[src/hdl/nce_fwd_ram.sv]
module nce_fwd_ram #(
    parameter int DATA_W = 1,
    parameter int ADDR_W = 1
) (
    input  logic              aclk,
    input  logic              aresetn,
    input  logic              rd_en,
    input  logic [ADDR_W-1:0] rd_addr,
    output logic [DATA_W-1:0] rd_data,
    input  logic              wr_en,
    input  logic [ADDR_W-1:0] wr_addr,
    input  logic [DATA_W-1:0] wr_data
);

    logic [DATA_W-1:0] mem_reg [2**ADDR_W];
    logic [DATA_W-1:0] data_reg;
    logic [DATA_W-1:0] fwd_data_reg;
    logic              fwd_hit_reg;

    always_ff @(posedge aclk) begin
        if (wr_en) begin
            mem_reg[wr_addr] <= wr_data;
        end
        if (rd_en) begin
            data_reg     <= mem_reg[rd_addr];
            fwd_data_reg <= wr_data;
        end
    end

    // a read that meets a write to the same entry returns the new data
    always_ff @(posedge aclk) begin
        if (!aresetn) begin
            fwd_hit_reg <= 1'b0;
        end else if (rd_en) begin
            fwd_hit_reg <= wr_en && (wr_addr == rd_addr);
        end
    end

    assign rd_data = fwd_hit_reg ? fwd_data_reg : data_reg;

endmodule

[config.mk]
export PLATFORM = sky130hd
export DESIGN_NAME = nce_fwd_ram
export DESIGN_NICKNAME = d
export VERILOG_FILES = /design/src/hdl/nce_fwd_ram.sv
export SDC_FILE = /design/constraint.sdc
export NUM_CORES = 1
export LEC_CHECK = 0
export BUFFER_PORTS_ARGS = -buffer_cell sky130_fd_sc_hd__buf_2
export CORE_AREA = 2 2 39 41
export CTS_CLUSTER_SIZE = 8
export DETAILED_ROUTE_END_ITERATION = 8
export DIE_AREA = 0 0 41 43
export GPL_TIMING_DRIVEN = 0
export PLACE_DENSITY_LB_ADDON = 0.15
export SLEW_MARGIN = 40
export SYNTH_ARGS = -nofsm -noshare
export SYNTH_HDL_FRONTEND = slang
export SYNTH_SLANG_ARGS = --single-unit
[constraint.sdc]
create_clock -name aclk -period 1 [get_ports aclk]
set_clock_uncertainty 0.2 [all_clocks]
set_input_delay 0.05 -clock aclk [delete_from_list [all_inputs] [get_ports aclk]]
set_output_delay 0.05 -clock aclk [all_outputs]
set_load 0.05 [all_outputs]
Yosys cells after proc, flatten, opt, wreduce, memory -nomap -nowiden
Memory sizes are Yosys's and may differ from the RTL's. A register that Yosys moved wholly into a read port is not among the register bits.
Index checks and enable logic that the tools add are counted.
{"block": "op_classes", "n_addsub": 0, "multipliers": 0, "n_div": 0, "magnitude_cmp": 0, "n_eq_ne": 1, "n_shift": 0, "muxes": 3, "bitwise": 0, "n_reduce_logical": 1}
{"op": "2-to-1 mux 1 bit", "n": 3}
{"op": "== test 1 bit", "n": 1}
{"op": "logical AND 1 bit", "n": 1}
{"block": "word_totals", "regBits": 2, "latchBits": 0, "mem_bits_rw": 2, "mem_bits_ro": 0, "out_inout_bits": 1, "mem_count": 1}
{"name": "mem_reg", "words": 2, "word_bits": 1, "rd": 1, "rd_ports_with_merged_regs": 1, "wr": 1, "line_no": "15", "rtl": "logic [DATA_W-1:0] mem_reg [2**ADDR_W];"}

Depth between registers and ports, before layout
Gate-level depths: netlist (run 1).
{"block": "depth", "ltp_word": 2, "depth_mapped": 2, "mapped_depth_nobuf": 2}

Worst setup path before layout (run 1)
OpenSTA, ideal clock, no wires.
{"block": "synth_path", "path_type": "reg2reg", "start": "memory mem_reg[0]", "end": "register data_reg, read port of mem_reg (data pin)", "t_arrival_ps": 590, "slack_ps": -50, "path_stages_with_launch": 2, "period_less_slack_ps": 1050, "cell_sequence": "edfxtp_1 -> mux2_4"}
{"item": "from (decl)", "line_no": "15"}
{"item": "to (decl)", "line_no": "16", "rtl": "logic [DATA_W-1:0] data_reg;"}
No word-level cell between the ends.

Final worst setup path (run 1)
{"block": "layout_path", "start": "register fwd_hit_reg", "end": "output rd_data"}
{"block": "layout_via", "elab_chain_cells": 1}
{"item": "from (decl)", "line_no": "18", "rtl": "logic fwd_hit_reg;"}
{"item": "from (signal assigned)", "line_no": "35", "rtl": "fwd_hit_reg <= wr_en && (wr_addr == rd_addr);"}
{"item": "2-to-1 mux 1 bit", "line_no": "39", "rtl": "assign rd_data = fwd_hit_reg ? fwd_data_reg : data_reg;"}
{"item": "to (decl)", "line_no": "9", "rtl": "output logic [DATA_W-1:0] rd_data,"}
Every way passes these cells.

==> results_dict.tcl, run 1 <==
set metrics [dict create \
    synthArstFlopShare_pct 0 \
    top_layer "met3" \
    floorplan.die.height_um 43 \
    cp.required_ps 750 \
    wl_per_cell_um 8.07 \
    nNetsFinal 35 \
    max_stage_delay_ps 340 \
    failed_checks "negative hold slack, negative setup slack" \
    cts_tree "built" \
    fin_crit_ps 1280 \
    clk_latency_ps 240 \
    maxSlewHeadroom_pct 89.5 \
    core_um2 1380 \
    cts_root_buf "clkbuf_4" \
    grt_pass1_wl_um 579 \
    postSynthAreaPerCell_um2 15.8 \
    post-cts-setup-buffers 0 \
    finalWeightedCongestion 0.629 \
    power_leakage_nw 0.133 \
    grt_antenna_before_repair 0 \
    drive_gt1_share_pct 48.1 \
    io-pin-count 8 \
    p_sw_uw 113 \
    clock_path_buffers 2 \
    grt_max_degree 5 \
    drc 0 \
    routed_wl_um 347 \
    cts-buffers-inserted 3 \
    placed_cell_area_um2 264 \
    place_inst 36 \
    finalHoldViolCount 4 \
    ir_worst_vdd_mv 0.540 \
    cp_cell_sequence "mux2_4 -> buf_6" \
    clkTransAtPathRegs_ps 40 \
    fin_cells 43 \
    synth_fp_nets 20 \
    n_antenna_cell 0 \
    start_util_pct 14.8 \
    powerDensity_nw_per_um2 1630 \
    startpoint_type "flop" \
    synthToLayoutAreaGrowth_pct 63.4 \
    final_util_pct 24.2 \
    power.internal_uw 433 \
    worst_slew_pin_slew_ps 156 \
    worstSetupEndpointType "primary output" \
    wl_met1_um 151 \
    largest_register_ffs 2 \
    drt_iter0_drc 1 \
    setup_viol 4 \
    cts_max_level 1 \
    first_pass_iters 2 \
    synth_cells 13 \
    worst_slack_ps -278 \
    fp.dieW_um 41 \
    worstPathMaxFanout 2 \
    finish.instance_area_um2 335 \
    synth_top_area_share_pct 58.5 \
    synthTopCellsByArea "edfxtp_1 59%, dfxtp_1 9.8%, mux2_4 7.3%" \
    worstPathArrival_ps 1030 \
    total_power_uw 546 \
    hold_slack_ps -71.3 \
    yosysMostFrequentCell "edfxtp_1" \
    gr-total-overflow 0 \
    grt_pass1_vias 165 \
    ys_ff_latch 5 \
    synth_largest_area_cell "edfxtp_1" \
    wl_met2_um 181 \
    synth_edf_count 4 \
    synth_top_flop_cell "edfxtp_1" \
    rsz0062_at_grt "yes" \
    dieArea_um2 1760 \
    numClockSinks 5 \
    synth_cell_types 10 \
    slew_violations 0 \
    p_comb_share_pct 13.5 \
    p_seq_share_pct 45.0 \
    drv_cap 0 \
    ys_seq_area_share_pct 68.3 \
    path_class "flop to primary output" \
    clock.fmax_mhz 783 \
    io_buffers 7 \
    synth_area_um2 205 \
    fp-row-count 14 \
    status "complete, but fails checks" \
    slowest_stage "dfxtp_2" \
    swShare_pct 20.7 \
    min_path_type "input port to flop" \
    vias 144 \
    period_share_pct 128 \
    routed_via_density 3.35 \
    track_usage_pct 6.05 \
    antenna_left 0 \
    p_clk_share_pct 41.5 \
    synth_warnings 0 \
    routed-wl-met3_um 14 \
]
final cells by class:
class / count / area (um^2)
Timing Repair Buffer: 10 / 76.3
Tap cell: 16 / 20.0
Fill cell: 148 / 1050
Multi-Input combinational cell: 8 / 71.3
Clock buffer: 4 / 26.3
Sequential cell: 5 / 141
through the flow:
stage               setup slack, ps  TNS [ps]  hold slack (ps)
floorplan                     -50.4     -50.4            -51.1
global route                   -309      -631            -76.9
finish                         -278      -509            -71.3
global placement              -98.7      -166             69.9
CTS                            -287      -531            -81.0
detailed placement             -103      -173             74.6
worst max-delay path: cells and delay by family (launching register included):
family	cells	cell delay, ps
mux	1	300
flops	1	340
buf+inv	1	150
power by group through the flow:
stage	Sequential, mW	Clock [mW]	Combinational (mW)
3_3_place_gp	0.249	0	0.0574
2_1_floorplan	0.248	0	0.0352
5_1_grt	0.248	0.244	0.0808
3_5_place_dp	0.249	0	0.0579
6_report	0.246	0.227	0.0737
4_1_cts	0.246	0.236	0.0755
final timing paths:
kind / from / to / slack, ps / cells after the start
worst max-delay path: fwd_hit_reg / rd_data / -280 / 2
worst min-delay path: wr_addr / mem_reg[0] / -70 / 2
worst max register to register: mem_reg[0] / data_reg / -70 / 1
worst min register to register: fwd_hit_reg / fwd_hit_reg / 290 / 2
routing by layer:
metal / vias up / global-route usage, %
met5: - / 0
met3: 0 / 3.14
met1: 65 / 5.23
li1: 75 / -
met2: 4 / 7.19
met4: 0 / 10.0
kinds of logic after synthesis:
family	share of synthesized area, %
compound gates	2.44
xor+xnor	4.27
flops	68.3
mux	12.8
simple gates	12.2
layout by cell type (no fill, tap or decap):
| cell | n |
|---|---|
| o21ai_1 | 1 |
| nand3b_1 | 1 |
| buf_2 | 5 |
| edfxtp_1 | 4 |
| buf_6 | 1 |
| and2_1 | 1 |
| clkbuf_4 | 3 |
| dfxtp_2 | 1 |
| nand3_1 | 1 |
| xor2_1 | 1 |
| mux2_4 | 2 |
| dlygate4sd3_1 | 4 |
| clkbuf_1 | 1 |
| nor2b_2 | 1 |
repair_timing:
action,in CTS,in global routing
gates cloned,0,0
gates resized for setup,3,1
endpoints found under the setup margin,2,5
hold buffers,4,1
hold endpoints to repair,9,4
Power figures use the tool's default switching activity.
==> run 2, diff against run 1 <==
Settings changed: CELL_PAD_IN_SITES_DETAIL_PLACEMENT from default to 1, CELL_PAD_IN_SITES_GLOBAL_PLACEMENT from default to 2, GPL_TIMING_DRIVEN 0 to 1.
==> results_dict.tcl, run 2 (synthesis results as in run 1) <==
set metrics [dict create \
    status "complete, but fails checks" \
    failed_checks "negative hold slack, negative setup slack" \
    fp-row-count 14 \
    nNetsFinal 35 \
    drt_iter0_drc 6 \
    powerDensity_nw_per_um2 1620 \
    io_buffers 7 \
    cp.required_ps 750 \
    clock_path_buffers 2 \
    rsz0062_at_grt "yes" \
    synthToLayoutAreaGrowth_pct 64.6 \
    io-pin-count 8 \
    clock.fmax_mhz 785 \
    slowest_stage "dfxtp_2" \
    final_common_cell "buf_2" \
    endpoint "rd_data" \
    worst_slack_ps -274 \
    gr-total-overflow 0 \
    hp-start "wr_addr" \
    finalWeightedCongestion 0.604 \
    finalHoldViolCount 4 \
    fin_cells 43 \
    worstPathMaxFanout 2 \
    start_util_pct 14.8 \
    r2r-end "data_reg" \
    final_cell_mix "5 x buf_2, 4 x edfxtp_1, 3 x clkbuf_4, 3 x dlygate4sd3_1, 2 x mux2_4" \
    worst_slew_pin_slew_ps 177 \
    ff2ff_setup_slack_ps -80 \
    slew_violations 0 \
    drc 0 \
    setup_viol 2 \
    grt_max_degree 5 \
    clk_latency_ps 230 \
    cts_root_buf "clkbuf_4" \
    pre_cts_slack_ps -104 \
    wl_per_cell_um 9.26 \
    grt_pass1_vias 185 \
    fp.dieW_um 41 \
    period_share_pct 127 \
    first_pass_iters 2 \
    ir_worst_vdd_mv 0.418 \
    floorplan.die.height_um 43 \
    routed_wl_um 398 \
    n_antenna_cell 0 \
    startpoint_type "flop" \
    cp_cell_sequence "mux2_4 -> buf_6" \
    grt_antenna_before_repair 0 \
    cts-buffers-inserted 3 \
    path_class "flop to primary output" \
    cts_max_level 1 \
    timing.rr.start "mem_reg[0]" \
    drv_cap 0 \
    hold_slack_ps -65.5 \
    post-cts-setup-buffers 0 \
    place_inst 36 \
    vias 157 \
    drive_gt1_share_pct 48.1 \
    core_um2 1380 \
    power_leakage_nw 0.142 \
    worstPathArrival_ps 1020 \
    reg2reg_depth 1 \
    clkTransAtPathRegs_ps 50 \
    crit_start "fwd_hit_reg" \
    worstSetupEndpointType "primary output" \
    maxSlewHeadroom_pct 88.2 \
    largest_register_ffs 2 \
    routed_via_density 3.65 \
    max_stage_delay_ps 340 \
    cts_tree "built" \
    dieArea_um2 1760 \
    track_usage_pct 7.87 \
    grt_pass1_wl_um 779 \
    fin_crit_ps 1270 \
    numClockSinks 5 \
    antenna_left 0 \
    min_path_type "input port to flop" \
]
[run 2: changes by cell type in the layout (fill, tap and decap cells not counted), sizes merged]
cell          previous run  this run
dlygate4sd3              4         3
dlymetal6s4s             0         1
[run 2: stage by stage]
stage	setup TNS (ps)	power, mW	area, um^2	util, %
3_3_place_gp	-165	0.307	264	19.1
6_report	-351	0.548	338	24.4
4_1_cts	-562	0.556	338	24.4
5_1_grt	-428	0.570	338	24.4
3_5_place_dp	-177	0.308	264	19.1
2_1_floorplan	-50.4	0.283	209	-
[run 2: how the worst min path moves through the flow]
| stage | cells after the start | to |
|---|---|---|
| 5_1_grt | 2 | mem_reg[0] |
| 6_report | 2 | mem_reg[0] |
| 2_1_floorplan | 0 | fwd_data_reg |
| 3_3_place_gp | 1 | fwd_data_reg |
| 4_1_cts | 2 | mem_reg[0] |
| 3_5_place_dp | 1 | fwd_data_reg |
[run 2: metal layers]
metal	GRT usage (%)	vias up	share of wire [%]	wire, um
li1	-	75	-	-
met1	7.84	74	41	162
met2	9.38	6	49	194
met3	3.14	2	3.3	13
met4	12.0	0	6.8	27
met5	0	-	0	0
[run 2: power breakdown]
group | switching (mW) | internal [mW]
clock | 0.0773 | 0.150
sequential | 0.00473 | 0.242
combinational | 0.0323 | 0.0420
[run 2: what timing repair did]
item / 4_1_cts / 5_1_grt
endpoints found under the hold margin: 9 / 2
hold buffers: 4 / 1
setup endpoints to repair: 2 / 7
gates resized for setup: 3 / 2
[run 2: layout make-up]
type                    instances  area [um^2]
multi-input cells               8         71.3
fillers                       162         1050
clock buffers                   4         26.3
flip-flops and latches          5          141
well taps                      16         20.0
repair buffers                 10         78.8
[run 2: worst max-delay path: cells and delay by family (launching register included)]
kind                   cells  cell delay [ps]
DFF                        1              340
buffers and inverters      1              150
muxes                      1              300
