**src/hdl/nce_pkg.sv**
```systemverilog
package nce_pkg;

    localparam int MAX_WIDTH_DEF  = 1024;
    localparam int MAX_HEIGHT_DEF = 1024;

    localparam int PIX_W     = 8;
    localparam int POS_W     = 10;
    localparam int SIZE_W    = 11;
    localparam int THR_W     = 8;
    localparam int CFG_IDX_W = 2;

    localparam logic [CFG_IDX_W-1:0] CFG_THRESHOLD = 2'd0;
    localparam logic [CFG_IDX_W-1:0] CFG_WIDTH     = 2'd1;
    localparam logic [CFG_IDX_W-1:0] CFG_HEIGHT    = 2'd2;

    localparam logic [THR_W-1:0]  THR_RESET  = 8'd100;
    localparam logic [SIZE_W-1:0] SIZE_RESET = 11'd1024;

    // what an accepted item does once it reaches the compare stage
    localparam logic [1:0] KIND_NONE  = 2'd0;
    localparam logic [1:0] KIND_PIXEL = 2'd1;
    localparam logic [1:0] KIND_DRAIN = 2'd2;

    // source of the pending mark of the row above
    localparam logic [1:0] SEL_ZERO = 2'd0;
    localparam logic [1:0] SEL_MEM  = 2'd1;
    localparam logic [1:0] SEL_TAIL = 2'd2;

    typedef struct packed {
        logic             command;
        logic [PIX_W-1:0] pixel;
    } nce_in_t;

    typedef struct packed {
        logic             edge_mark;
        logic [POS_W-1:0] pos_x;
        logic [POS_W-1:0] pos_y;
        logic             frame_last;
    } nce_out_t;

    typedef struct packed {
        logic [1:0]       kind;
        logic             has_row;
        logic             row_end;
        logic             bank;
        logic [1:0]       pend_sel;
        logic             last;
        logic [PIX_W-1:0] pixel;
        logic [POS_W-1:0] pos_x;
        logic [POS_W-1:0] pos_y;
    } nce_item_t;

    typedef struct packed {
        logic inc_self;
        logic inc_left;
        logic below_bright;
    } nce_cmp_t;

endpackage

```
**src/hdl/nce_front.sv**
```systemverilog
module nce_front #(
    parameter int MAX_WIDTH  = nce_pkg::MAX_WIDTH_DEF,
    parameter int MAX_HEIGHT = nce_pkg::MAX_HEIGHT_DEF
) (
    input  logic                          aclk,
    input  logic                          aresetn,
    input  logic                          accept,
    input  nce_pkg::nce_in_t              in_item,
    input  logic [nce_pkg::SIZE_W-1:0]    width_cfg,
    input  logic [nce_pkg::SIZE_W-1:0]    height_cfg,
    output nce_pkg::nce_item_t            item,
    output logic [$clog2(MAX_WIDTH)-1:0]  col,
    output logic [$clog2(MAX_WIDTH):0]    mark_raddr
);

    localparam int COL_W  = $clog2(MAX_WIDTH);
    localparam int ROW_W  = $clog2(MAX_HEIGHT);
    localparam int FILL_W = $clog2(MAX_WIDTH + 1);
    localparam int WLIM_W = (nce_pkg::SIZE_W > FILL_W) ? nce_pkg::SIZE_W : FILL_W;
    localparam int HLIM_W = (nce_pkg::SIZE_W > $clog2(MAX_HEIGHT + 1)) ?
                            nce_pkg::SIZE_W : $clog2(MAX_HEIGHT + 1);
    localparam logic [WLIM_W-1:0] W_MAX = WLIM_W'(MAX_WIDTH);
    localparam logic [HLIM_W-1:0] H_MAX = HLIM_W'(MAX_HEIGHT);

    logic [COL_W-1:0]  col_reg,   col_next;
    logic [ROW_W-1:0]  row_reg,   row_next;
    logic [COL_W-1:0]  drain_reg, drain_next;
    logic              done_reg,  done_next;
    logic              bank_reg,  bank_next;
    logic [FILL_W-1:0] fill_reg,  fill_next;

    logic [WLIM_W-1:0] w_ext, w_use;
    logic [HLIM_W-1:0] h_ext, h_use;
    logic [COL_W-1:0]  idx;
    logic [FILL_W-1:0] idx_plus;
    logic              col_end;
    logic              row_last;
    logic [1:0]        kind;

    always_comb begin
        w_ext = WLIM_W'(width_cfg);
        h_ext = HLIM_W'(height_cfg);
        if (w_ext == '0) begin
            w_use = WLIM_W'(1);
        end else if (w_ext > W_MAX) begin
            w_use = W_MAX;
        end else begin
            w_use = w_ext;
        end
        if (h_ext == '0) begin
            h_use = HLIM_W'(1);
        end else if (h_ext > H_MAX) begin
            h_use = H_MAX;
        end else begin
            h_use = h_ext;
        end
    end

    assign idx      = in_item.command ? drain_reg : col_reg;
    assign idx_plus = FILL_W'(idx) + FILL_W'(1);
    assign col_end  = (WLIM_W'(idx) + WLIM_W'(1)) >= w_use;
    assign row_last = (HLIM_W'(row_reg) + HLIM_W'(1)) >= h_use;

    always_comb begin
        if (in_item.command) begin
            kind = done_reg ? nce_pkg::KIND_DRAIN : nce_pkg::KIND_NONE;
        end else begin
            kind = done_reg ? nce_pkg::KIND_NONE : nce_pkg::KIND_PIXEL;
        end
    end

    always_comb begin
        item.kind    = kind;
        item.has_row = (row_reg != '0);
        item.row_end = !in_item.command && col_end;
        item.last    = in_item.command && col_end;
        item.bank    = bank_reg;
        item.pixel   = in_item.pixel;
        item.pos_x   = nce_pkg::POS_W'(idx);
        item.pos_y   = in_item.command ? nce_pkg::POS_W'(row_reg)
                                       : nce_pkg::POS_W'(row_reg - ROW_W'(1));
        // marks below the fill count are in memory, the last one sits in a register
        if (idx_plus < fill_reg) begin
            item.pend_sel = nce_pkg::SEL_MEM;
        end else if (idx_plus == fill_reg) begin
            item.pend_sel = nce_pkg::SEL_TAIL;
        end else begin
            item.pend_sel = nce_pkg::SEL_ZERO;
        end
    end

    assign col        = idx;
    assign mark_raddr = {~bank_reg, idx};

    always_comb begin
        col_next   = col_reg;
        row_next   = row_reg;
        drain_next = drain_reg;
        done_next  = done_reg;
        bank_next  = bank_reg;
        fill_next  = fill_reg;
        if (accept) begin
            case (kind)
                nce_pkg::KIND_PIXEL: begin
                    if (col_end) begin
                        col_next  = '0;
                        bank_next = ~bank_reg;
                        fill_next = idx_plus;
                        if (row_last) begin
                            done_next  = 1'b1;
                            drain_next = '0;
                        end else begin
                            row_next = row_reg + ROW_W'(1);
                        end
                    end else begin
                        col_next = col_reg + COL_W'(1);
                    end
                end
                nce_pkg::KIND_DRAIN: begin
                    if (col_end) begin
                        col_next   = '0;
                        row_next   = '0;
                        drain_next = '0;
                        done_next  = 1'b0;
                        bank_next  = 1'b0;
                        fill_next  = '0;
                    end else begin
                        drain_next = drain_reg + COL_W'(1);
                    end
                end
                default: begin
                end
            endcase
        end
    end

    always_ff @(posedge aclk) begin
        if (!aresetn) begin
            col_reg   <= '0;
            row_reg   <= '0;
            drain_reg <= '0;
            done_reg  <= 1'b0;
            bank_reg  <= 1'b0;
            fill_reg  <= '0;
        end else begin
            col_reg   <= col_next;
            row_reg   <= row_next;
            drain_reg <= drain_next;
            done_reg  <= done_next;
            bank_reg  <= bank_next;
            fill_reg  <= fill_next;
        end
    end

    a_done_col_zero: assert property (@(posedge aclk) disable iff (!aresetn)
        done_reg |-> (col_reg == '0))
        else $error("column count not zero while the last row waits");

    a_drain_only_done: assert property (@(posedge aclk) disable iff (!aresetn)
        (drain_reg != '0) |-> done_reg)
        else $error("drain index moved outside the drain phase");

    a_fill_range: assert property (@(posedge aclk) disable iff (!aresetn)
        (accept && kind == nce_pkg::KIND_PIXEL && col_end) |=>
        (fill_reg == $past(idx_plus)) && (bank_reg != $past(bank_reg)))
        else $error("row end did not swap mark banks");

endmodule

```
**config.mk**
```make
export PLATFORM = sky130hd
export DESIGN_NAME = nce_front
export DESIGN_NICKNAME = d
export VERILOG_FILES = /design/src/hdl/nce_pkg.sv /design/src/hdl/nce_front.sv
export SDC_FILE = /design/constraint.sdc
export NUM_CORES = 1
export LEC_CHECK = 0
export ABC_AREA = 1
export BUFFER_PORTS_ARGS = -buffer_cell sky130_fd_sc_hd__buf_2
export CAP_MARGIN = 20
export CORE_ASPECT_RATIO = 0.9
export CORE_UTILIZATION = 51
export CTS_BUF_LIST = sky130_fd_sc_hd__clkbuf_4
export CTS_CLUSTER_DIAMETER = 100
export DETAILED_ROUTE_END_ITERATION = 8
export PLACE_DENSITY = 0.79
export RECOVER_POWER = 100
export SYNTH_ARGS = -nofsm -noshare
export SYNTH_HDL_FRONTEND = slang
export SYNTH_SLANG_ARGS = --single-unit
```
**constraint.sdc**
```tcl
create_clock -name aclk -period 3.3 [get_ports aclk]
set_clock_uncertainty 0.15 [all_clocks]
set_input_delay 0 -clock aclk [delete_from_list [all_inputs] [get_ports aclk]]
set_output_delay 0 -clock aclk [all_outputs]
set_load 0.005 [all_outputs]
```
* After elaboration in Yosys (flattened, before gate mapping)
Cells that the tools add are included.
Storage, ports and cells: output and inout bits 57, logic and storage cells 67, memory bits (read-only) 0, memories 0, register bits after elaboration 43, bits of input ports 34, bits in latches 0, RAM bits 0
Cells by class: multiply operators 0, bitwise logic cells 1, mux-type cells 30, $add $sub $neg 6, divide/modulo/power cells 0, shift-type cells 0, eq/ne operators 7, magnitude comparators 5, reductions and logical operators 12
Operator list (count):
- 10-bit 2-to-1 mux | 9
- 11-bit 2-to-1 mux | 6
- 10-bit one-hot mux with 2 select lines | 3
- 10-bit by 1-bit adder with 10-bit output, second input constant | 3
- 10-bit by 1-bit adder with 11-bit output, second input constant | 2
- 11-bit greater-or-equal comparator | 2
- 11-bit > comparator, second input constant | 2
- 11-bit zero test | 2
- 11-bit one-hot mux with 2 select lines | 1
- 11-bit equality test | 1
- 11-bit < comparator | 1
- 5-bit AND reduction | 2
- 10-bit nonzero test | 1
- 10-bit by 1-bit subtractor with 10-bit output, second input constant | 1
- 2-bit 2-to-1 mux | 4
- 2-bit != test, second input constant | 4
- 4-bit AND reduction | 2
- 1-bit 2-to-1 mux | 5
- 1-bit one-hot mux with 2 select lines | 2
- 3-bit AND reduction | 1
- 2-bit by 1-bit equality test with 1-bit output, second input constant | 1
- 2-bit equality test, second input constant | 1
- 1-bit logical AND | 2
- 2-bit nonzero test | 1
- other kinds (2) | 2

* Longest topological paths before layout
depth in word-level cells 7, mapped depth 24, gate-level depth less buffers 23

* Worst setup path before layout
Ideal clock, no wire load.
path kind reg-to-reg, start register drain_reg[0], end register drain_reg[2], arrival time 2.808 ns, path buffers 1, data required time 3.036 ns, library setup time 0.114 ns, clock period less this slack 3.072 ns, path slack 0.228 ns, stages on the path, launching flop included 23, cell sequence dfxtp_1 inv_1 nand2_1 o21ai_1 inv_1 ha_1 inv_1 nor2_2 nand2_1 xor2_1 inv_2 ha_1 nand2_1 nand2_1 a21oi_1 nand2_1 nor2_4 nand2_1 nand3_2 buf_2 nand2_1 nand2_1 nor2_1
On the way: cells in the longest elaborated chain, start to end 5, elaborated cells on any way between the ends 8, classes of those cells add/sub: 2; order compare: 1; eq/ne: 1; mux: 3; reduce/logical: 1
RTL lines:
- start: declaration | line nce_front.sv:27 | logic [COL_W-1:0] drain_reg, drain_next;
- start signal: assignment | line nce_front.sv:148 | drain_reg <= drain_next;
- 10-bit 2-to-1 mux * | line nce_front.sv:59 | assign idx = in_item.command ? drain_reg : col_reg;
- via col[0] | line nce_front.sv:12 | output logic [$clog2(MAX_WIDTH)-1:0] col,
- 10-bit by 1-bit adder with 11-bit output * | line nce_front.sv:61 | assign col_end = (WLIM_W'(idx) + WLIM_W'(1)) >= w_use;
- 11-bit greater-or-equal comparator * | line nce_front.sv:61
- 2-bit != test (no source line) / 10-bit 2-to-1 mux (equally long branches)
- 4-bit AND reduction (no source line) / 10-bit one-hot mux with 2 select lines (equally long branches)
Mark *: on every way through the listed nets, which the timed path passes. The rest lies on a longest branch. A chain may end at the register's enable or synchronous reset.

* Worst setup path after layout
start register drain_reg[1], end register drain_reg[1]
On the way: cells in the longest elaborated chain, start to end 5, elaborated cells on any way between the ends 8, classes of those cells add/sub: 2; order compare: 1; eq/ne: 1; mux: 3; reduce/logical: 1
RTL lines (line):
- 10-bit 2-to-1 mux | nce_front.sv:59
- 10-bit by 1-bit adder with 11-bit output | nce_front.sv:61
- 11-bit greater-or-equal comparator | nce_front.sv:61
- 2-bit != test (no source line) / 10-bit 2-to-1 mux (equally long branches)
- 4-bit AND reduction (no source line) / 10-bit one-hot mux with 2 select lines (equally long branches)
Parallel ways exist; a longest one is shown, timed or not.

==> reports/qor.yml <==
run_status:
  status: "completed"
detailed_routing:
  drtPass1Iterations: 6
  met3WireLength_microns: 753
  drt-met1-wl_microns: 5110
  routed.top_layer: "met4"
  ant_nets: 0
  wl_met2_microns: 5630
  drt_iter0_drc: 334
  vias: 4431
  viasPerCell: 5.22
  wl_per_cell_microns: 13.7
  routed_wl_microns: 11700
  drcViolationCount: 0
sta:
  drv_slew: 0
  finalCritPeriodShare: 0.967
  tns_ns: 0
  finalSetupViolCount: 0
  fin_ws_ns: 0.108
  whs_ns: 0.0563
  fmax_mhz: 313
  final_hold_viol_count: 0
  worst_pin_slew_ns: 0.636
  slew_headroom: 0.576
  layout_min_cycle_time_ns: 3.19
worst_setup_path:
  cp-endpoint: "drain_reg[1]"
  rrSetupSlack_ns: 0.11
  crit_arrival_ns: 3.34
  slowest_stage: "dfxtp_2"
  r2r_cells: 20
  start_kind: "flip-flop"
  worstPathCellList: "inv_1 > o21ai_2 > ha_2 > inv_2 > nor2_4 > nand2_2 > nor3_4 > ha_1 > nand2_1 > inv_2 > a21oi_2 > nand2_1 > buf_4 > nor2_4 > buf_12 > nand2_4 > buf_4 > nor2_1 > nand3_1 > a21oi_1"
  crit_fanout: 8
  critPathLaunch: "drain_reg[1]"
  path_class: "flip-flop to flip-flop"
  critical-path-max-stage-delay_ns: 0.36
  crit_required_ns: 3.45
  r2r-start: "drain_reg[1]"
  crit_path_end_kind: "flip-flop"
  worstReg2RegEnd: "drain_reg[1]"
yosys:
  yosysUniqueCellTypes: 34
  syn_area_per_cell_sq_um: 6.18
  syn-cell-area_sq_um: 4070
  synth_seq_area_share: 0.211
  synth_fp_nets: 735
  synthCells: 659
  yosysWarnings: 0
  synth_seq_cells: 43
floorplanning:
  start_util: 0.534
  fp.dieW_microns: 96.2
  core_area_sq_um: 7620
  ios: 91
  dieArea_sq_um: 8340
  fp-row-count: 30
  die_y_microns: 86.8
final_layout:
  drive_gt1_frac: 0.248
  area_delta_synth_final_pct: 23.1
  largest_reg_flops: 11
  layout.nets: 828
  n_antenna_cell: 0
clock_tree:
  htree_levels: 2
  cts-root-buf: "clkbuf_4"
  clkSlewWorstSetupHoldPaths_ns: 0.15
  cts_tree: "yes"
  cts_made_buffers: 5
  clock_latency_ns: 0.38
  clockBufferDepth: 2
  cts.sinks: 43
grt:
  antenna_found_initial: 0
  grt_pass1_wl_microns: 17800
  grt_overflow_total: 0
  grt_pass1_vias: 3967
  grt.total_usage: 0.272
  grt_max_degree: 26
worst_hold_path:
  hp-start: "accept"
  hp-class: "input port to flip-flop"
run:
  max_cap_viol_count: 0
power:
  vdd_drop_max_uv: 227
  leakage_nw: 2.56
  power_mw: 1.54
  p_per_area_nw_per_um2: 307
place:
  routabilityCongestion: 0.963
  pre_cts_ws_ns: -0.165
  port_buffers: 74
  dp_hpwl_microns: 8690
-- report_power, final --
| part | switching, mW | total [mW] | internal, mW |
|---|---|---|---|
| logic | 0.317 | 0.535 | 0.218 |
| clock network | 0.198 | 0.439 | 0.241 |
| registers | 0.0229 | 0.564 | 0.541 |
-- layout make-up --
type                            instances  area, sq um
Tap cell                               96          120
Clock buffer                            5         37.5
Sequential cell                        43          871
Multi-Input combinational cell        484         2760
Inverter                               89          334
Fill cell                             650         2610
Timing Repair Buffer                  129          818
Clock inverter                          3         71.3
-- cells in the mapped netlist (all sizes together) --
library cell,n,share of area
nand2,190,0.18
nor2,93,0.089
inv,88,0.081
a21oi,43,0.054
dfxtp,43,0.21
ha,42,0.13
buf,37,0.066
nand3,35,0.044
o21ai,32,0.048
xor2,16,0.034
nor3,10,0.016
clkbuf,7,0.0065
xnor2,7,0.017
nand4,5,0.0077
nor4,5,0.0077
and2,2,0.0031
clkinv,1,0.00092
nand3b,1,0.0018
nor4b,1,0.0022
o211ai,1,0.0018
-- what timing repair did --
| item | 4_1_cts | 5_1_grt |
|---|---|---|
| hold endpoints to repair | 31 | 0 |
| resized for setup | 11 | 43 |
| pin swaps | 2 | 17 |
| endpoints found under the setup margin | 26 | 45 |
| hold buffers | 9 | 0 |
| buffers inserted | 1 | 15 |
| cloned | 0 | 1 |
-- how the worst min path moves through the flow --
stage                             to  slack [ns]  cells after the start
final                     col_reg[1]        0.06                      6
after global routing      col_reg[1]        0.05                      6
after floorplan             item[20]       -0.07                      1
after detailed placement    item[20]       -0.15                      0
after global placement      item[20]       -0.15                      0
after CTS                 col_reg[1]        0.06                      6
-- critical path, delay by kind of cell, from the launching register on --
kind / cells / cell delay [ns]
AOI/OAI and AO/OA: 3 / 0.45
adders and majority gates: 2 / 0.48
buffers and inverters: 6 / 0.63
and+or+nand+nor: 9 / 1.02
DFF: 1 / 0.36
-- per-layer routing --
metal	up-vias	global-route usage
met3	21	0.0395
met4	0	0.0678
met1	2028	0.363
li1	2230	-
met5	-	0
met2	152	0.458
-- cell usage in the layout (no fill, tap or decap), types with 2 or more instances in the layout --
master | synthesis | routed
nand2_1 | 185 | 178
nor2_1 | 90 | 86
inv_1 | 83 | 76
buf_2 | 3 | 71
buf_4 | 32 | 44
a21oi_1 | 42 | 40
ha_1 | 42 | 40
dfxtp_1 | 43 | 35
nand3_1 | 34 | 33
o21ai_0 | 23 | 22
xor2_1 | 16 | 14
inv_2 | 5 | 12
nand2_2 | 5 | 11
dlygate4sd3_1 | 0 | 9
dfxtp_2 | 0 | 8
nor3_1 | 7 | 7
xnor2_1 | 6 | 6
nor4_1 | 5 | 5
o21ai_4 | 1 | 5
nor2_4 | 1 | 5
nand4_1 | 5 | 5
clkbuf_4 | 0 | 5
o21ai_2 | 6 | 4
clkbuf_1 | 7 | 3
xor2_2 | 0 | 2
nor2_2 | 2 | 2
nor3_4 | 0 | 2
and2_1 | 2 | 2
a21oi_2 | 1 | 2
bufinv_16 | 0 | 2
-- cell families after synthesis --
group                      synth area share
and+or+nand+nor                       0.350
buffers and inverters                 0.155
AOI/OAI and AO/OA                     0.103
DFF                                   0.211
adders and majority gates             0.129
xor gates and xnor gates             0.0513
-- stage by stage --
| stage | util | instances | cell area [sq um] |
|---|---|---|---|
| 6_report | 0.658 | 849 | 5010 |
| 5_1_grt | 0.658 | 849 | 5010 |
| 4_1_cts | 0.622 | 833 | 4740 |
| 3_5_place_dp | 0.589 | 815 | 4490 |
| 3_3_place_gp | 0.589 | 815 | 4490 |
| 2_1_floorplan | - | 659 | 4070 |
Note: power is estimated with default switching activity, not from simulation.
