**src/hdl/nce_pkg.sv**
```systemverilog
package nce_pkg;

    localparam int MAX_WIDTH_DEF  = 1024;
    localparam int MAX_HEIGHT_DEF = 1024;

    localparam int PIX_W     = 8;
    localparam int POS_W     = 10;
    localparam int SIZE_W    = 11;
    localparam int THR_W     = 8;
    localparam int CFG_IDX_W = 2;

    localparam logic [CFG_IDX_W-1:0] CFG_THRESHOLD = 2'd0;
    localparam logic [CFG_IDX_W-1:0] CFG_WIDTH     = 2'd1;
    localparam logic [CFG_IDX_W-1:0] CFG_HEIGHT    = 2'd2;

    localparam logic [THR_W-1:0]  THR_RESET  = 8'd100;
    localparam logic [SIZE_W-1:0] SIZE_RESET = 11'd1024;

    // what an accepted item does once it reaches the compare stage
    localparam logic [1:0] KIND_NONE  = 2'd0;
    localparam logic [1:0] KIND_PIXEL = 2'd1;
    localparam logic [1:0] KIND_DRAIN = 2'd2;

    // source of the pending mark of the row above
    localparam logic [1:0] SEL_ZERO = 2'd0;
    localparam logic [1:0] SEL_MEM  = 2'd1;
    localparam logic [1:0] SEL_TAIL = 2'd2;

    typedef struct packed {
        logic             command;
        logic [PIX_W-1:0] pixel;
    } nce_in_t;

    typedef struct packed {
        logic             edge_mark;
        logic [POS_W-1:0] pos_x;
        logic [POS_W-1:0] pos_y;
        logic             frame_last;
    } nce_out_t;

    typedef struct packed {
        logic [1:0]       kind;
        logic             has_row;
        logic             row_end;
        logic             bank;
        logic [1:0]       pend_sel;
        logic             last;
        logic [PIX_W-1:0] pixel;
        logic [POS_W-1:0] pos_x;
        logic [POS_W-1:0] pos_y;
    } nce_item_t;

    typedef struct packed {
        logic inc_self;
        logic inc_left;
        logic below_bright;
    } nce_cmp_t;

endpackage

```
**src/hdl/nce_compare.sv**
```systemverilog
module nce_compare (
    input  logic [nce_pkg::THR_W-1:0] thr,
    input  logic [nce_pkg::PIX_W-1:0] pixel,
    input  logic [nce_pkg::PIX_W-1:0] up_px,
    input  logic [nce_pkg::PIX_W-1:0] left_px,
    input  logic                      left_mark,
    input  logic                      has_row,
    input  logic                      col_nz,
    output nce_pkg::nce_cmp_t         cmp
);

    logic [nce_pkg::PIX_W-1:0] up_minus, px_minus_up, left_minus, px_minus_left;
    logic up_dark, up_bright, left_dark, left_bright, do_left;

    assign up_minus      = up_px - pixel;
    assign px_minus_up   = pixel - up_px;
    assign left_minus    = left_px - pixel;
    assign px_minus_left = pixel - left_px;

    assign up_dark     = has_row && (up_px > pixel) && (up_minus > thr);
    assign up_bright   = has_row && (pixel > up_px) && (px_minus_up > thr);
    // skip the left compare once this pixel is already marked
    assign do_left     = col_nz && !up_dark;
    assign left_dark   = do_left && (left_px > pixel) && (left_minus > thr);
    assign left_bright = do_left && (pixel > left_px) && (px_minus_left > thr);

    assign cmp.inc_self     = up_dark || left_dark;
    assign cmp.inc_left     = left_mark || left_bright;
    assign cmp.below_bright = up_bright;

endmodule

```
**config.mk**
```make
export PLATFORM = sky130hd
export DESIGN_NAME = nce_compare
export DESIGN_NICKNAME = d
export VERILOG_FILES = /design/src/hdl/nce_pkg.sv /design/src/hdl/nce_compare.sv
export SDC_FILE = /design/constraint.sdc
export NUM_CORES = 1
export LEC_CHECK = 0
export BUFFER_PORTS_ARGS = -buffer_cell sky130_fd_sc_hd__buf_2
export CORE_MARGIN = 1.5
export CORE_UTILIZATION = 50
export DETAILED_ROUTE_END_ITERATION = 8
export PLACE_DENSITY = 0.85
export SLEW_MARGIN = 20
export SYNTH_ARGS = -nofsm -noshare
export SYNTH_HDL_FRONTEND = slang
export SYNTH_SLANG_ARGS = --single-unit
```
**constraint.sdc**
```tcl
create_clock -name vclk -period 2.6
set_input_delay 0.26 -clock vclk [all_inputs]
set_output_delay 0.26 -clock vclk [all_outputs]
set_load 0.005 [all_outputs]
```
Word-level counts from Yosys, hierarchy flattened
Index checks and enable logic that the tools add are counted.
{"block": "totals", "word_cells": 24, "register_bits": 0, "out_inout_bits": 3, "in_bits": 35}
{"block": "classes", "order_cmp": 8, "add_sub_neg": 4, "n_reduce_logical": 12}
{"op": "8-bit > comparator", "count": 8}
{"op": "8-bit subtractor", "count": 4}
{"op": "1-bit logical AND", "count": 9}
{"op": "1-bit logical OR", "count": 2}
{"op": "1-bit zero test", "count": 1}

Logic depth before layout (Yosys ltp)
Gate-level depths: netlist of run 1.
{"block": "depth", "ltp_word": 8, "ltp_mapped": 15, "ltp_nobuf": 15}

Worst setup path before layout of run 1
No wires, ideal clock.
{"block": "synth_path", "path_type": "input-to-output", "from": "input port up_px[0] (netlist bit)", "to": "output port cmp[1] (netlist bit)", "stages": 15, "required_ps": 2340, "setup_slack_ps": -277, "t_arrival_ps": 2617, "path_buffers": 0, "cell_sequence": "inv_1 ha_1 inv_1 fa_1 nand3_2 nand2_1 a21o_1 a21oi_1 xnor2_1 ha_1 a21oi_1 nand2_1 a211oi_2 a2111oi_4 o31ai_1"}
{"item": "start, declared", "line": "nce_compare.sv:4", "source": "input logic [nce_pkg::PIX_W-1:0] up_px,"}
{"item": "end, declared", "line": "nce_compare.sv:9", "source": "output nce_pkg::nce_cmp_t cmp"}

==> run_results.csv, run 1 <==
group,metric,value,unit
status,status,"complete, but fails checks",
status,violations,"setup timing",
power,power_frac_clock,0,%
power,p_per_area,278,mW/mm^2
global_route,grt_max_degree,9,
drt,dr.first_iter.drc_count,184,
layout,postLayoutCoreUtil,77.2,%
power,switching_share,51.1,%
synthesis,syn_nets,392,
power,cell_internal_pwr,0.428,mW
critical_path,crit_family,"compound AO/OA/AOI/OAI gates",
critical_path,path_cells,"buf_8 -> clkinvlp_4 -> buf_4 -> ha_4 -> nor2b_1 -> o21ai_2 -> a21oi_1 -> a211oi_2 -> xnor2_1 -> ha_1 -> nand4_1 -> a31oi_2 -> a211oi_2 -> a2111oi_4 -> o21bai_1 -> buf_2",
drt,drc_errors,0,
drt,post_drt_via_cell_ratio,5.87,
power,sequentialPowerShare,0,%
floorplan,die_area,0.00473,sq mm
floorplan,rows,23,
layout,nets,498,
sta,worstMarginPinSlew,441,ps
synthesis,avgSynthCellArea,7.43,sq um
layout,area_growth,45.8,%
power,peakVddDrop,0.000144,V
placement,routabilityCongestion,0.943,
critical_path,critPathArrivalTime,3030,ps
sta,fmax,0.304,GHz
global_route,overflow,0,
layout,seq_cells,0,
hold_path,min_path_type,"in2out",
drt,dr.pass1.iters,4,
sta,fin_ws,-691,ps
global_route,track_usage,31.4,%
critical_path,slowest_stage,"ha_1",
floorplan,die-height,68.8,microns
global_route,grt_pass1_wl,11300,microns
critical_path,cp_max_fo,3,
placement,dpl.hpwl,5820,microns
power,netSwitchingPower,0.447,mW
sta,slew_violations,0,
hold_path,hold_depth,4,
sta,post-route-period-util,127,%
hold_path,min-delay-start,"left_mark",
layout,clkbuf_count,0,
layout,drive_above_1_share,39.5,%
synthesis,synth_warnings,0,
power,p_comb_share,100.0,%
power,p_total,0.875,mW
floorplan,die_w,68.8,microns
synthesis,seq_area_frac_synth,0,%
synthesis,syn_inst,291,
power,p_leak,1.61,nW
sta,period_needed,3290,ps
synthesis,synth.distinct_cells,36,
floorplan,num_io_pins,38,
flow_run,cap_violations,0,
sta,slew_headroom,70.4,%
critical_path,critical_path_class,"in2out",
synthesis,netlist_area,0.00216,sq mm
critical_path,cpMostUsedCell,"a211oi_2",
global_route,grt_pass1_vias,2610,
sta,rsz0062_at_grt,"true",
hold_path,worstHoldEndpoint,"cmp[1]",
critical_path,required,2340,ps
floorplan,start_util,52.9,%
global_route,antenna_found_initial,0,
drt,drt-total-wl,7820,microns
sta,setup_viol,3,
layout,regArea,0,sq um
sta,final_hold_viol_count,0,
critical_path,cp.depth,16,
critical_path,cp_slowest_stage_delay,310,ps
critical_path,worst-path-buf-inv,4,
critical_path,endpoint_kind,"output port",
drt,wl_per_cell,17.6,microns
critical_path,startpoint,"pixel[1]",
layout,n_antenna_cell,0,
critical_path,cp-start-kind,"input pin",
drt,postRouteAntennaNets,0,
placement,port_buffers,38,
floorplan,core,0.00409,sq mm
drt,via_count,2612,
## worst max path at each step
stage / endpoint / slack (ps)
final: cmp[2] / -690
after floorplan: cmp[1] / -80
after global placement: cmp[1] / -650
after CTS: cmp[1] / -470
after global routing: cmp[2] / -770
after detailed placement: cmp[1] / -640
## cells in the final DEF, fill, tap and decap left out, types with 5 or more instances in the layout
cell      Yosys  final
a21o_1        6      6
a21oi_1      27     21
a21oi_2       5     10
buf_2         5     36
buf_4         3     73
ha_1         62     56
ha_4          0      6
inv_1        46     41
nand2_1      10      9
nand2b_1      5      5
nand4_1      13     13
nor2_1       17     17
nor2b_1      10     10
o21ai_0      12      9
o21ai_1       7      5
o21ai_2       0      5
o21bai_1      8      8
xnor2_1      12     12
## logic make-up after synthesis
kind of cell               Yosys count  share of synthesized area, %
adders and majority gates           66                          39.6
buffers and inverters               55                          10.7
and+or+nand+nor                     67                          16.7
xor gates and xnor gates            16                          6.48
AOI/OAI and AO/OA                   87                          26.6
## area by class of cell
cell class	count	area [sq um]
Timing Repair Buffer	113	795
Multi-Input combinational cell	236	2110
Fill cell	295	932
Tap cell	50	62.6
Inverter	46	189
## stage by stage
step / area [sq um] / setup TNS [ps] / cells / setup WS [ps] / hold slack (ps)
after detailed placement: 2900 / -1730 / 433 / -636 / 814
after floorplan: 2240 / -169 / 291 / -78.8 / 600
final: 3150 / -1790 / 445 / -691 / 825
after CTS: 3070 / -1310 / 441 / -471 / 815
after global placement: 2900 / -1550 / 433 / -647 / 825
after global routing: 3150 / -2080 / 445 / -774 / 823
## power by group through the flow
stage          logic, mW  registers, mW  clock network, mW
2_1_floorplan      0.468              0                  0
3_3_place_gp       0.714              0                  0
3_5_place_dp       0.751              0                  0
4_1_cts            0.805              0                  0
5_1_grt            0.951              0                  0
6_report           0.875              0                  0
## metal layers
metal | vias up | track usage [%] | routed length [microns]
li1 | 1243 | - | -
met1 | 1211 | 37.0 | 2890
met2 | 122 | 61.4 | 4000
met3 | 36 | 2.11 | 580
met4 | 0 | 6.37 | 346
met5 | - | 0 | 0
## cell usage after synthesis, drive strengths merged, types with 2 or more instances
library cell  instances  area share (%)
o21bai                8             2.8
fa                    4             3.7
and3                  2            0.58
xor2                  4             1.6
nand2                10             1.7
ha                   62              36
o21ai                19             4.4
buf                   9             2.7
nand3                 4             1.2
a21oi                32             8.3
o2111ai               4             1.6
nand2b                5             1.4
a21o                  6             2.1
inv                  46             8.0
a211oi                8             3.0
nor2b                10             2.9
xnor2                12             4.9
a21boi                2            0.69
nand4                14             4.3
or3                   4             1.2
nor2                 17             2.9
o211ai                2            0.69
## what timing repair did
| item | CTS | global route |
|---|---|---|
| pin swaps | 28 | 12 |
| buffers inserted | 8 | 4 |
| hold buffers | 0 | 0 |
| resized for setup | 25 | 9 |
| setup endpoints to repair | 3 | 3 |
| cloned | 0 | 0 |
No activity file was read; power rests on OpenSTA's default activity.
==> run 2, diff against run 1 <==
- PLACE_DENSITY: 0.85 -> 0.87
==> run 2 against run 1 <==
- combinational power fell by 1%
- sequential share of layout area unchanged
- global-route usage up 0.28 points
- core utilization down 1.9 points
- die area is the same
- via count increased by 0.50%
- the run still ends with setup timing left
- first-iteration DRC count down 3.8%
- non-clock buffer count shrank 7
- critical path depth is 1 lower
- flip-flop and latch count unchanged
- cell count down 1.6%
==> run_results.csv, run 2 (synthesis results as in run 1) <==
group,metric,value,unit
status,status,"complete, but fails checks",
status,violations,"setup timing",
sta,final_hold_viol_count,0,
floorplan,die-height,68.8,microns
sta,rsz0062_at_grt,"true",
critical_path,critical_path_class,"in2out",
floorplan,core,0.00409,sq mm
layout,n_antenna_cell,0,
global_route,antenna_found_initial,0,
critical_path,cp-start-kind,"input pin",
global_route,grt_pass1_vias,2532,
sta,worstMarginPinSlew,355,ps
critical_path,cp_max_fo,4,
critical_path,endpoint_kind,"output port",
sta,fmax,0.311,GHz
layout,regArea,0,sq um
placement,place_ws,-673,ps
layout,seq_cells,0,
layout,mostFrequentLayoutCells,"buf_4 (67), ha_1 (57), inv_1 (41)",
layout,nets,491,
layout,nFillCells,266,
floorplan,die_w,68.8,microns
drt,dr.first_iter.drc_count,177,
sta,setup_viol,3,
global_route,overflow,0,
power,peakVddDrop,0.000166,V
hold_path,hold_depth,4,
global_route,track_usage,31.7,%
drt,dr.pass1.iters,5,
floorplan,rows,23,
layout,drive_above_1_share,38.1,%
drt,postRouteAntennaNets,0,
hold_path,min_path_type,"in2out",
drt,drt-total-wl,7680,microns
drt,drc_errors,0,
sta,fin_ws,-615,ps
flow_run,cap_violations,0,
sta,period_needed,3210,ps
sta,slew_violations,0,
floorplan,num_io_pins,38,
placement,routabilityCongestion,1.00,
layout,final_common_cell,"buf_4",
critical_path,critPathArrivalTime,2950,ps
global_route,grt_pass1_wl,11300,microns
placement,port_buffers,38,
power,p_per_area,281,mW/mm^2
placement,dpl.hpwl,5690,microns
power,p_leak,1.57,nW
clocking,cts_hold_buf,0,
drt,post_drt_via_cell_ratio,5.99,
sta,post-route-period-util,124,%
layout,postLayoutCoreUtil,75.3,%
floorplan,die_area,0.00473,sq mm
drt,wl_per_cell,17.5,microns
floorplan,start_util,52.9,%
drt,via_count,2625,
layout,area_growth,42.2,%
layout,clkbuf_count,0,
sta,slew_headroom,76.4,%
sta,holdWs,797,ps
critical_path,required,2340,ps
global_route,grt_max_degree,8,
## run 2: changes by cell type in the layout (fill, tap and decap cells not counted), moves of 2 or more
cell	previous run	this run
o21ai_2	5	3
buf_4	73	67
o21ai_1	5	7
buf_12	2	0
a21oi_2	10	12
ha_4	6	4
## run 2: metrics by stage
| step | TNS [ps] | total power, mW | cell area, sq um | cells |
|---|---|---|---|---|
| finish | -1590 | 0.866 | 3080 | 438 |
| CTS | -1300 | 0.789 | 3020 | 435 |
| floorplan | -169 | 0.468 | 2240 | 291 |
| global route | -1850 | 0.931 | 3080 | 438 |
| detailed placement | -1690 | 0.745 | 2880 | 430 |
| global placement | -1450 | 0.710 | 2880 | 430 |
## run 2: final cells by class
class	instances	area, sq um	area share (%)
inverter	46	191	6.22
multi-input combinational	236	2090	68.0
timing repair buffer	106	731	23.8
tap	50	62.6	2.03
## run 2: repair_timing
item / 4_1_cts / 5_1_grt
resized for setup: 23 / 11
endpoints found under the setup margin: 3 / 3
cloned: 0 / 0
setup buffers: 5 / 3
pin swaps: 12 / 7
## run 2: worst max-delay path, stage by stage
cell	delay, ps
buf_8	80
clkinvlp_4	170
fa_2	450
nand3_2	90
nand2_2	70
a21o_1	170
a21oi_2	130
xnor2_1	80
ha_1	350
nand4_1	180
a31oi_2	230
a211oi_2	70
a2111oi_4	280
o21bai_1	180
buf_2	140
## run 2: power breakdown
group | leakage [nW] | switching (mW) | internal, mW
registers | 0 | 0 | 0
logic | 1.57 | 0.447 | 0.419
clock network | 0 | 0 | 0
## run 2: path summary, 6_finish.rpt
path | from | to
worst max-delay path | pixel[1] | cmp[2]
worst min-delay path | left_mark | cmp[1]
## run 2: per-layer routing
metal | part of all wire, % | global-route usage [%]
met4 | 4.0 | 13.2
met1 | 40 | 36.3
met5 | 0 | 0
met2 | 50 | 58.8
met3 | 6.6 | 3.57
==> run 3, diff against run 2 <==
- CORE_ASPECT_RATIO: not set -> 2
==> run 3 against run 2 <==
- the run still ends with setup timing left
- sequential share of layout area unchanged
- power rose by 0.14%
- flip-flop and latch count is the same
- cell count up 2.1%
- setup slack better by 100 ps
- core utilization grew 0.22 points
- critical path type unchanged
- largest cell class unchanged
- largest power group unchanged
==> run_results.csv, run 3 (synthesis results as in run 1) <==
group,metric,value,unit
status,status,"complete, but fails checks",
status,violations,"setup timing",
critical_path,cp_max_fo,4,
global_route,grt_max_degree,8,
global_route,grt_pass1_wl,12100,microns
sta,slew_violations,0,
layout,mostFrequentLayoutCells,"buf_4 (75), ha_1 (56), inv_1 (41)",
power,peakVddDrop,0.000160,V
clocking,cts_hold_buf,0,
sta,fmax,0.321,GHz
layout,nFillCells,306,
placement,place_ws,-599,ps
layout,drive_above_1_share,39.5,%
sta,rsz0062_at_grt,"true",
critical_path,endpoint_kind,"output port",
floorplan,start_util,52.4,%
drt,dr.first_iter.drc_count,108,
floorplan,num_io_pins,38,
critical_path,startpoint,"pixel[1]",
power,p_per_area,278,mW/mm^2
layout,nets,498,
layout,area_growth,44.1,%
global_route,grt_pass1_vias,2666,
drt,postRouteAntennaNets,0,
layout,seq_cells,0,
floorplan,die_area,0.00475,sq mm
power,p_total,0.867,mW
global_route,overflow,0,
global_route,track_usage,32.7,%
placement,port_buffers,38,
sta,final_hold_viol_count,0,
placement,dpl_cell_area,0.00294,sq mm
drt,wl_per_cell,17.7,microns
layout,multiInputGateArea,0.00209,sq mm
drt,dr.pass1.iters,5,
sta,period_needed,3110,ps
sta,worstMarginPinSlew,459,ps
sta,fin_ws,-515,ps
critical_path,critPathArrivalTime,2850,ps
floorplan,core,0.00413,sq mm
layout,regArea,0,sq um
sta,setup_viol,3,
layout,clkbuf_count,0,
hold_path,min_path_type,"in2out",
floorplan,die-height,96.0,microns
hold_path,min-delay-start,"left_mark",
floorplan,die_w,49.5,microns
drt,drc_errors,0,
layout,final_common_cell,"buf_4",
placement,routabilityCongestion,0.969,
critical_path,required,2340,ps
layout,postLayoutCoreUtil,75.5,%
drt,via_count,2641,
power,p_leak,1.61,nW
placement,dpl.hpwl,6000,microns
drt,drt-total-wl,7910,microns
sta,holdWs,813,ps
sta,post-route-period-util,120,%
global_route,antenna_found_initial,0,
critical_path,cp-start-kind,"input pin",
sta,slew_headroom,69.2,%
layout,final_area,0.00312,sq mm
critical_path,critical_path_class,"in2out",
layout,n_antenna_cell,0,
drt,post_drt_via_cell_ratio,5.91,
flow_run,cap_violations,0,
floorplan,rows,33,
run 3: through the flow:
stage	setup TNS (ps)	instances
floorplan	-169	291
global placement	-1340	440
detailed placement	-1630	440
CTS	-1210	447
global route	-1740	447
finish	-1450	447
run 3: worst max-delay path, stage by stage:
cell	delay (ps)
buf_8	80
clkinvlp_4	170
fa_2	450
nand3_2	90
nand2_2	60
a21o_1	190
a21oi_2	150
xnor2_1	80
ha_1	320
nand4_1	170
a31oi_2	230
a211oi_2	70
a2111oi_4	250
o21bai_1	160
buf_2	120
run 3: final timing paths:
| check | to | cells past startpoint |
|---|---|---|
| max | cmp[2] | 15 |
| min | cmp[1] | 4 |
run 3: layout make-up:
type	count	share of cell area, %
Inverter	46	6.06
Tap cell	52	2.09
Timing Repair Buffer	113	24.9
Multi-Input combinational cell	236	67.0
run 3: report_power, final:
part	leakage [nW]	switching (mW)	internal [mW]
sequential	0	0	0
combinational	1.61	0.437	0.430
clock	0	0	0
total	1.61	0.437	0.430
run 3: routing by layer:
layer,routed length (microns),global-route usage (%)
met2,4210,65.3
met5,0,0
met1,2720,32.3
met3,366,1.40
met4,606,19.9
run 3: repair_timing:
item | in CTS | in global routing
setup endpoints to repair | 3 | 3
resized for setup | 20 | 12
setup buffers | 7 | 0
pin swaps | 22 | 6
